File: src/hdl/nhrt_pkg.sv
// Shared types and constants for the next-hop router table.
// Used by the front, queue, back end and top level.
package nhrt_pkg;

  localparam int ENTRIES_DEF = 16;
  localparam int QUEUE_DEPTH = 2;
  localparam int MAX_REPORTS = 16;
  localparam logic [15:0] TIMEOUT_RESET = 16'd30;
  localparam logic [31:0] NEAR_RESET = 32'd10000;
  localparam logic [7:0] HOP_SKIP_A = 8'hbe;
  localparam logic [7:0] HOP_SKIP_B = 8'hbf;

  localparam logic [2:0] OP_ADD = 3'd0;
  localparam logic [2:0] OP_UPDATE = 3'd1;
  localparam logic [2:0] OP_DELETE = 3'd2;
  localparam logic [2:0] OP_CLEANUP = 3'd3;
  localparam logic [2:0] OP_SWAP = 3'd4;

  localparam logic CFG_TIMEOUT = 1'b0;
  localparam logic CFG_NEAR = 1'b1;

  typedef struct packed {
    logic [2:0] opcode;
    logic [31:0] peer_id;
    logic peer_local;
    logic [7:0] hop_count;
    logic [31:0] latency_us;
    logic [31:0] now;
    logic coin;
    logic known_op;
  } cmd_t;

  typedef struct packed {
    logic flag;
    logic table_full;
    logic [31:0] removed_peer;
    logic last;
  } result_t;

  function automatic logic [7:0] hop_merge(input logic [7:0] old_h, input logic [7:0] new_h);
    logic [7:0] d;
    d = new_h - old_h;
    if (new_h > old_h && (d == HOP_SKIP_A || d == HOP_SKIP_B)) return old_h;
    return new_h;
  endfunction

endpackage

File: src/hdl/next_hop_router_table.sv
// Top level of the next-hop router table: config registers, front, back end.
// Depends on nhrt_pkg, nhrt_front, nhrt_back.
//
//  channel   direction  handshake         payload
//  input     in         valid / ready     opcode .. coin
//  result    out        out_valid / out_ready  flag table_full removed_peer last
//  config    in         cfg_we            cfg_index cfg_data
//
// Add, update, delete and swap walk the table; cleanup compacts it and then
// runs an insertion sort, all on the one back-end sequencer.
// A two-item queue lets the front accept while the back end works.
// rst is synchronous; the table content is meaningless until written.
// A stalled result holds the back end; input stalls only when the queue fills.
module next_hop_router_table #(
  parameter int ENTRIES = nhrt_pkg::ENTRIES_DEF
) (
  input  logic clk,
  input  logic rst,
  input  logic valid,
  output logic ready,
  input  logic [2:0] opcode,
  input  logic [31:0] peer_id,
  input  logic peer_local,
  input  logic [7:0] hop_count,
  input  logic [31:0] latency_us,
  input  logic [31:0] now,
  input  logic coin,
  output logic out_valid,
  input  logic out_ready,
  output logic flag,
  output logic table_full,
  output logic [31:0] removed_peer,
  output logic last,
  input  logic cfg_we,
  input  logic [0:0] cfg_index,
  input  logic [31:0] cfg_data
);
  import nhrt_pkg::*;

  logic [15:0] peer_timeout;
  logic [31:0] near_latency_limit;
  logic q_valid, q_ready;
  cmd_t q_cmd;
  result_t res;

  always_ff @(posedge clk) begin
    if (rst) begin
      peer_timeout <= TIMEOUT_RESET;
      near_latency_limit <= NEAR_RESET;
    end else if (cfg_we) begin
      unique case (cfg_index)
        CFG_TIMEOUT: peer_timeout <= cfg_data[15:0];
        CFG_NEAR: near_latency_limit <= cfg_data;
        default: ;
      endcase
    end
  end

  nhrt_front u_front (
    .clk, .rst, .valid, .ready, .opcode, .peer_id, .peer_local, .hop_count,
    .latency_us, .now, .coin, .q_valid, .q_ready, .q_cmd
  );

  nhrt_back #(.ENTRIES(ENTRIES)) u_back (
    .clk, .rst, .q_valid, .q_ready, .q_cmd, .peer_timeout, .near_latency_limit,
    .out_valid, .out_ready, .out_res(res)
  );

  assign flag = res.flag;
  assign table_full = res.table_full;
  assign removed_peer = res.removed_peer;
  assign last = res.last;
endmodule

File: src/hdl/nhrt_front.sv
// Front end: accepts items, tags unused opcodes, pushes into the command queue.
// Depends on nhrt_pkg.
module nhrt_front (
  input  logic clk,
  input  logic rst,
  input  logic valid,
  output logic ready,
  input  logic [2:0] opcode,
  input  logic [31:0] peer_id,
  input  logic peer_local,
  input  logic [7:0] hop_count,
  input  logic [31:0] latency_us,
  input  logic [31:0] now,
  input  logic coin,
  output logic q_valid,
  input  logic q_ready,
  output nhrt_pkg::cmd_t q_cmd
);
  import nhrt_pkg::*;

  localparam int PW = $clog2(QUEUE_DEPTH);
  cmd_t mem [QUEUE_DEPTH];
  logic [PW-1:0] wr_ptr, rd_ptr;
  logic [PW:0] fill;
  cmd_t cmd_in;
  logic push, pop;

  always_comb begin
    cmd_in.opcode = opcode;
    cmd_in.peer_id = peer_id;
    cmd_in.peer_local = peer_local;
    cmd_in.hop_count = hop_count;
    cmd_in.latency_us = latency_us;
    cmd_in.now = now;
    cmd_in.coin = coin;
    cmd_in.known_op = (opcode <= OP_SWAP);
  end

  assign ready = (fill != (PW+1)'(QUEUE_DEPTH));
  assign push = valid && ready;
  assign q_valid = (fill != '0);
  assign pop = q_valid && q_ready;
  assign q_cmd = mem[rd_ptr];

  always_ff @(posedge clk) begin
    if (push) mem[wr_ptr] <= cmd_in;
    if (rst) begin
      wr_ptr <= '0;
      rd_ptr <= '0;
      fill <= '0;
    end else begin
      if (push) wr_ptr <= wr_ptr + PW'(1);
      if (pop) rd_ptr <= rd_ptr + PW'(1);
      fill <= fill + (PW+1)'(push) - (PW+1)'(pop);
    end
  end
endmodule

File: src/hdl/nhrt_back.sv
// Back end: table storage and a sequencer that walks it one entry a cycle, unless a cleanup report waits on the output.
// Depends on nhrt_pkg. Results wait in a pending slot, then an output register.
module nhrt_back #(
  parameter int ENTRIES = nhrt_pkg::ENTRIES_DEF
) (
  input  logic clk,
  input  logic rst,
  input  logic q_valid,
  output logic q_ready,
  input  nhrt_pkg::cmd_t q_cmd,
  input  logic [15:0] peer_timeout,
  input  logic [31:0] near_latency_limit,
  output logic out_valid,
  input  logic out_ready,
  output nhrt_pkg::result_t out_res
);
  import nhrt_pkg::*;

  localparam int IW = $clog2(ENTRIES);
  localparam int CW = $clog2(ENTRIES + 1);
  localparam logic [CW-1:0] FULL = CW'(ENTRIES);

  localparam logic [3:0] S_IDLE = 4'd0;
  localparam logic [3:0] S_FIND = 4'd1;
  localparam logic [3:0] S_SHIFT = 4'd2;
  localparam logic [3:0] S_COMPACT = 4'd3;
  localparam logic [3:0] S_SORT = 4'd4;
  localparam logic [3:0] S_NEAR = 4'd5;
  localparam logic [3:0] S_ROTATE = 4'd6;
  localparam logic [3:0] S_EMIT = 4'd7;

  // table, held in flops; each entry is also read at a fixed neighbor
  logic [31:0] e_peer [ENTRIES];
  logic e_local [ENTRIES];
  logic [7:0] e_hops [ENTRIES];
  logic [31:0] e_lat [ENTRIES];
  logic [31:0] e_seen [ENTRIES];
  logic [CW-1:0] count;

  logic [3:0] state;
  cmd_t cmd;
  logic [CW-1:0] idx, wr, lim;
  logic [CW-1:0] srt_i;
  logic [4:0] nrep;
  logic hit;
  logic [IW-1:0] hit_at;
  logic removed_any;
  logic swapped;
  logic [31:0] span_cut;
  logic can_exp;

  logic res_valid;
  result_t res;
  result_t pend;
  assign out_valid = res_valid;
  assign out_res = res;

  // entry views
  logic [IW-1:0] ix, ixm;
  assign ix = idx[IW-1:0];
  assign ixm = ix - IW'(1);

  logic ranks;
  always_comb begin
    if (e_hops[ix] != e_hops[ixm]) ranks = e_hops[ix] < e_hops[ixm];
    else if (e_lat[ix] != e_lat[ixm]) ranks = e_lat[ix] < e_lat[ixm];
    else ranks = e_seen[ix] > e_seen[ixm];
  end

  logic [31:0] ldiff;
  logic near_ok;
  always_comb begin
    ldiff = (e_lat[ix] > e_lat[0]) ? e_lat[ix] - e_lat[0] : e_lat[0] - e_lat[ix];
    near_ok = (e_hops[ix] <= e_hops[0]) && (ldiff <= near_latency_limit);
  end

  logic expired;
  assign expired = can_exp && !e_local[ix] && (e_seen[ix] <= span_cut);

  logic out_free, rep_hit, res_load;
  assign out_free = !res_valid || out_ready;
  assign rep_hit = (state == S_COMPACT) && (idx < count) && (cmd.opcode == OP_CLEANUP)
                   && expired && (nrep != 5'(MAX_REPORTS));
  assign res_load = ((state == S_EMIT) && out_free) || (rep_hit && nrep != '0 && out_free);

  assign q_ready = (state == S_IDLE);

  always_ff @(posedge clk) begin
    if (rst) res_valid <= 1'b0;
    else if (res_load) res_valid <= 1'b1;
    else if (out_ready) res_valid <= 1'b0;
  end

  always_ff @(posedge clk) begin
    if (rst) begin
      state <= S_IDLE;
      count <= '0;
    end else begin
      unique case (state)
        S_IDLE: begin
          if (q_valid) begin
            cmd <= q_cmd;
            idx <= '0;
            wr <= '0;
            hit <= 1'b0;
            nrep <= '0;
            removed_any <= 1'b0;
            swapped <= 1'b0;
            span_cut <= q_cmd.now - {15'd0, peer_timeout, 1'b0};
            can_exp <= q_cmd.now >= {15'd0, peer_timeout, 1'b0};
            if (!q_cmd.known_op) begin
              pend <= '{flag: 1'b0, table_full: 1'b0, removed_peer: '0, last: 1'b1};
              state <= S_EMIT;
            end else if (q_cmd.opcode == OP_CLEANUP || q_cmd.opcode == OP_DELETE)
              state <= S_COMPACT;
            else if (q_cmd.opcode == OP_SWAP) begin
              if (q_cmd.coin || count == '0) begin
                pend <= '{flag: 1'b0, table_full: 1'b0, removed_peer: '0, last: 1'b1};
                state <= S_EMIT;
              end else begin
                idx <= CW'(1);
                state <= S_NEAR;
              end
            end else state <= S_FIND;
          end
        end
        S_FIND: begin
          if (idx < count && e_peer[ix] == cmd.peer_id) begin
            hit <= 1'b1;
            hit_at <= ix;
            idx <= count;
          end else if (idx < count) idx <= idx + CW'(1);
          else begin
            if (hit) begin
              e_seen[hit_at] <= cmd.now;
              e_hops[hit_at] <= hop_merge(e_hops[hit_at], cmd.hop_count);
              if (cmd.opcode == OP_UPDATE) e_lat[hit_at] <= cmd.latency_us;
              pend <= '{flag: (cmd.opcode == OP_UPDATE), table_full: 1'b0,
                        removed_peer: '0, last: 1'b1};
              state <= S_EMIT;
            end else if (cmd.opcode == OP_UPDATE) begin
              pend <= '{flag: 1'b0, table_full: 1'b0, removed_peer: '0, last: 1'b1};
              state <= S_EMIT;
            end else if (count == FULL) begin
              pend <= '{flag: 1'b0, table_full: 1'b1, removed_peer: '0, last: 1'b1};
              state <= S_EMIT;
            end else begin
              idx <= count;
              state <= S_SHIFT;
            end
          end
        end
        S_SHIFT: begin
          if (idx != '0) begin
            e_peer[ix] <= e_peer[ixm];
            e_local[ix] <= e_local[ixm];
            e_hops[ix] <= e_hops[ixm];
            e_lat[ix] <= e_lat[ixm];
            e_seen[ix] <= e_seen[ixm];
            idx <= idx - CW'(1);
          end else begin
            e_peer[0] <= cmd.peer_id;
            e_local[0] <= cmd.peer_local;
            e_hops[0] <= cmd.hop_count;
            e_lat[0] <= '0;
            e_seen[0] <= cmd.now;
            count <= count + CW'(1);
            pend <= '{flag: 1'b1, table_full: 1'b0, removed_peer: '0, last: 1'b1};
            state <= S_EMIT;
          end
        end
        S_COMPACT: begin
          if (idx < count) begin
            if (cmd.opcode == OP_DELETE && e_peer[ix] == cmd.peer_id) begin
              removed_any <= 1'b1;
              idx <= idx + CW'(1);
            end else if (cmd.opcode == OP_CLEANUP && expired && nrep != 5'(MAX_REPORTS)) begin
              // reports trail by one so the final one can still be marked last
              if (nrep == '0 || out_free) begin
                if (nrep != '0) res <= pend;
                pend <= '{flag: 1'b1, table_full: 1'b0, removed_peer: e_peer[ix],
                          last: 1'b0};
                nrep <= nrep + 5'd1;
                removed_any <= 1'b1;
                idx <= idx + CW'(1);
              end
            end else begin
              if (wr != idx) begin
                e_peer[wr[IW-1:0]] <= e_peer[ix];
                e_local[wr[IW-1:0]] <= e_local[ix];
                e_hops[wr[IW-1:0]] <= e_hops[ix];
                e_lat[wr[IW-1:0]] <= e_lat[ix];
                e_seen[wr[IW-1:0]] <= e_seen[ix];
              end
              wr <= wr + CW'(1);
              idx <= idx + CW'(1);
            end
          end else begin
            count <= wr;
            if (cmd.opcode == OP_DELETE) begin
              pend <= '{flag: removed_any, table_full: 1'b0, removed_peer: '0, last: 1'b1};
              state <= S_EMIT;
            end else begin
              lim <= wr;
              srt_i <= CW'(1);
              idx <= CW'(1);
              state <= S_SORT;
            end
          end
        end
        S_SORT: begin
          // insertion sort, one compare-and-swap per cycle
          if (srt_i >= lim) begin
            if (removed_any) pend.last <= 1'b1;
            else pend <= '{flag: 1'b0, table_full: 1'b0, removed_peer: '0, last: 1'b1};
            state <= S_EMIT;
          end else if (idx != '0 && ranks) begin
            e_peer[ix] <= e_peer[ixm]; e_peer[ixm] <= e_peer[ix];
            e_local[ix] <= e_local[ixm]; e_local[ixm] <= e_local[ix];
            e_hops[ix] <= e_hops[ixm]; e_hops[ixm] <= e_hops[ix];
            e_lat[ix] <= e_lat[ixm]; e_lat[ixm] <= e_lat[ix];
            e_seen[ix] <= e_seen[ixm]; e_seen[ixm] <= e_seen[ix];
            idx <= idx - CW'(1);
          end else begin
            srt_i <= srt_i + CW'(1);
            idx <= srt_i + CW'(1);
          end
        end
        S_NEAR: begin
          if (idx < count && near_ok) idx <= idx + CW'(1);
          else begin
            lim <= idx - CW'(1);
            idx <= CW'(1);
            state <= S_ROTATE;
          end
        end
        S_ROTATE: begin
          if (idx <= lim) begin
            e_peer[ix] <= e_peer[ixm]; e_peer[ixm] <= e_peer[ix];
            e_local[ix] <= e_local[ixm]; e_local[ixm] <= e_local[ix];
            e_hops[ix] <= e_hops[ixm]; e_hops[ixm] <= e_hops[ix];
            e_lat[ix] <= e_lat[ixm]; e_lat[ixm] <= e_lat[ix];
            e_seen[ix] <= e_seen[ixm]; e_seen[ixm] <= e_seen[ix];
            swapped <= 1'b1;
            idx <= idx + CW'(1);
          end else begin
            pend <= '{flag: swapped, table_full: 1'b0, removed_peer: '0, last: 1'b1};
            state <= S_EMIT;
          end
        end
        S_EMIT: begin
          if (out_free) begin
            res <= pend;
            state <= S_IDLE;
          end
        end
        default: state <= S_IDLE;
      endcase
    end
  end
endmodule

File: config.mk
export PLATFORM = sky130hd
export DESIGN_NAME = next_hop_router_table
export DESIGN_NICKNAME = d
export VERILOG_FILES = /design/src/hdl/nhrt_pkg.sv /design/src/hdl/next_hop_router_table.sv /design/src/hdl/nhrt_front.sv /design/src/hdl/nhrt_back.sv
export SDC_FILE = /design/constraint.sdc
export NUM_CORES = 2
export LEC_CHECK = 0
export BUFFER_PORTS_ARGS = -buffer_cell sky130_fd_sc_hd__buf_2
export CORE_MARGIN = 4
export CORE_UTILIZATION = 44
export CTS_BUF_LIST = sky130_fd_sc_hd__clkbuf_8
export DETAILED_ROUTE_END_ITERATION = 12
export PLACE_DENSITY_LB_ADDON = 0.1
export SKIP_LAST_GASP = 1
export SYNTH_ARGS = -nofsm -noshare
export SYNTH_HDL_FRONTEND = slang
export SYNTH_SLANG_ARGS = --single-unit
File: constraint.sdc
create_clock -name clk -period 10.6 [get_ports clk]
set_clock_uncertainty 0.2 [all_clocks]
set_input_delay 2.12 -clock clk [delete_from_list [all_inputs] [get_ports clk]]
set_output_delay 2.12 -clock clk [all_outputs]
set_load 0.01 [all_outputs]
==> flow_summary_export.csv <==
group,metric,value,unit
power_and_ir_drop,netSwitchingPower,22.9,mW
detailed_routing,dr.pass1.iters,6,
detailed_routing,drtIter0Drc,13500,
cts,clk-insertion-delay-late,1160,ps
floorplanning,die_w,543,um
worst_setup_path,r2r_setup_slack,860,ps
worst_setup_path,setup.worst_path.end_class,"register",
worst_setup_path,critical_path_arrival,10290,ps
grt,grt_pass1_wl,679000,um
worst_setup_path,r2r_start,"u_back.idx[0]",
timing,setup_viol,0,
grt,grt_pass1_vias,89800,
power_and_ir_drop,p_sw_share,45.1,%
power_and_ir_drop,clockPowerShare,15.5,%
layout,nNetsFinal,10300,
cts,root_buffer,"clkbuf_8",
worst_setup_path,worstPathRequired,11140,ps
power_and_ir_drop,intPower,27.9,mW
hold_path,min_from,"u_back.pend[5]",
power_and_ir_drop,combinationalPowerShare,58.3,%
floorplanning,die_y,543,um
floorplanning,coreArea,283000,um2
detailed_routing,vias,93300,
worst_setup_path,path_max_fanout,31,
place,gp_congestion,0.930,
hold_path,whs_path_depth,0,
timing,fmax,0.103,GHz
timing,period_share,91.9,%
place,io_buffers,183,
worst_setup_path,worstSetupPathType,"register to register",
grt,grt_usage,32.1,%
yosys,yosysWarnings,0,
detailed_routing,final_antenna_net_count,0,
timing,tightest_slew,1340,ps
grt,overflow,0,
yosys,synth_seq_cells,2212,
grt,antenna_found_initial,18,
cts,clock-sinks,2212,
yosys,synth_cell_types,93,
detailed_routing,wl_per_cell,34.8,um
power_and_ir_drop,peakVddDrop,0.000599,V
power_and_ir_drop,cellLeakagePower,46.1,nW
hold_path,min_to,"u_back.out_res[5]",
yosys,synth_nets,10300,
floorplanning,num_rows,195,
yosys,yosysSeqAreaShare,52.3,%
worst_setup_path,critPathLaunchType,"register",
cts,cts_setup_buffers,0,
place,dp_cells,13200,
layout,drive_above_1_share,23.9,%
timing,slew_headroom,10.5,%
cts,htreeDepth,5,
yosys,ys_async_sr_fraction,0,%
timing,fin_crit,9740,ps
timing,slew_violations,0,
timing,rsz0062_at_grt,"no",
yosys,synth.avg_cell_area,12.7,um2
power_and_ir_drop,powerDensity,366,nW/um2
cts,cts_resized,0,
yosys,synth_flop_cell,"edfxtp_1",
cts,cts_tree,"yes",
cts,cts_buffer_depth,4,
yosys,netlist_area,126000,um2
place,placed_cell_area,131000,um2
layout,instances_no_fill,13900,
yosys,synth_edf_count,2142,
detailed_routing,viasPerCell,6.70,
floorplanning,start_util,44.4,%
floorplanning,ios,184,
cts,numCtsBuffers,399,
flow_run,maxCapViolations,0,
cts,hold_buffers,0,
timing,hold_viol,0,
worst_setup_path,r2r_cells,18,
floorplanning,die_area,294000,um2
yosys,syn-instance-count,9924,
layout,postLayoutCellArea,139000,um2
detailed_routing,drt-total-wl,484000,um
hold_path,min-delay-path-class,"register to register",
worst_setup_path,r2r_end,"u_back.e_lat[12][0]",
place,dpl.hpwl,287000,um
detailed_routing,drc,0,
layout,nFillCells,24900,
cts,clk_pin_slew_worst_paths,60,ps
grt,grt_max_degree,117,
layout,synthToLayoutAreaGrowth,10.3,%
outcome,status,"finished clean",
power_and_ir_drop,sequentialPowerShare,26.2,%
==> per-layer routing <==
| layer | share of wire (%) | global-route usage (%) |
|---|---|---|
| met5 | 0.020 | 0 |
| met4 | 4.2 | 11.7 |
| met3 | 12 | 9.25 |
| met2 | 45 | 48.6 |
| met1 | 39 | 44.0 |
==> kinds of logic after synthesis <==
kind of cell | share of synthesized area [%]
mux | 21.2
buf+inv | 4.39
simple gates | 7.25
flops | 52.3
fa+ha+maj | 2.64
compound gates | 11.2
xor+xnor | 0.968
==> power groups by stage <==
stage / Sequential (mW) / Combinational [mW] / Clock [mW]
after floorplan: 13.1 / 20.2 / 0
after global placement: 13.4 / 28.5 / 0
after detailed placement: 13.4 / 28.9 / 0
after CTS: 13.3 / 29.0 / 7.98
after global routing: 13.3 / 31.7 / 8.39
final: 13.3 / 29.6 / 7.87
==> state kept, by name, indices dropped and copies added (netlist names), 16 cells and up, named ones only <==
register	count
u_back.e_seen	512
u_back.e_peer	512
near_latency_limit	32
u_back.span_cut	31
u_back.out_res	35
peer_timeout	16
u_back.e_lat	512
u_front.mem	220
u_back.e_hops	128
u_back.cmd	108
u_back.e_local	16
u_back.pend	35
==> worst max-delay path, cell delays in order, from the launching register on <==
cell,delay [ps]
edfxtp_1,550
clkinv_1,110
buf_4,220
ha_4,590
buf_4,400
buf_4,550
mux4_2,410
mux4_2,530
inv_1,120
ha_1,270
and4_1,220
a221oi_1,630
o221ai_1,220
o31ai_1,910
a221o_1,310
a32o_1,770
nand3_1,720
o22ai_4,930
buf_4,550
==> cells in the mapped netlist, types with 233 or more instances <==
cell | number | share of area, %
a21oi_1 | 333 | 1.3
o21ai_0 | 1004 | 4.0
inv_1 | 289 | 0.86
edfxtp_1 | 2142 | 51
buf_2 | 303 | 1.2
ha_1 | 259 | 2.6
nor2_1 | 294 | 0.88
mux4_2 | 969 | 17
clkbuf_1 | 577 | 1.7
o22ai_1 | 517 | 2.6
mux2_2 | 233 | 2.1
nand2_1 | 1395 | 4.2
==> cell type report <==
cell class                 instances  area (um2)  share of cell area, %
antenna                           10        25.0                 0.0180
clock inverter                   316        1880                   1.36
multi-input combinational       6408       55300                   39.9
sequential                      2212       65700                   47.4
tap                             3743        4680                   3.38
clock buffer                     408        5620                   4.05
timing repair buffer             521        4310                   3.11
inverter                         299        1120                  0.809
==> cell usage in the layout (no fill, tap or decap), drive strengths merged, types with 81 or more instances in the layout <==
master  instances
a21o           81
a21oi         337
buf           521
clkbuf        408
clkinv        148
edfxtp       2142
ha            259
inv           443
mux2          233
mux2i         226
mux4          969
nand2        1425
nor2          294
o21ai        1227
o22ai         517
==> per-stage QoR <==
step                      power (mW)  worst slack, ps  utilization [%]  setup TNS [ps]  hold WS [ps]
after floorplan                 33.3             -107                -          -16900           200
after detailed placement        42.3             1240             46.3               0           207
after CTS                       50.3             1190             48.9               0           204
final                           50.7              856             49.0               0           194
after global routing            53.4              737             49.0               0           222
after global placement          41.9             1300             46.3               0           201
==> worst max-delay path by stage <==
stage / cells after the start / slack [ps] / startpoint / endpoint
floorplan: 31 / -110 / register / u_back.e_hops[9][0]
global placement: 19 / 1300 / u_back.idx[0] / u_back.e_lat[12][7]
detailed placement: 20 / 1240 / u_back.idx[0] / u_back.e_seen[8][30]
CTS: 19 / 1190 / u_back.idx[0] / u_back.e_lat[12][30]
global route: 19 / 740 / u_back.idx[0] / u_back.e_lat[12][30]
finish: 18 / 860 / u_back.idx[0] / u_back.e_lat[12][0]
(Power assumes the default switching activity.)
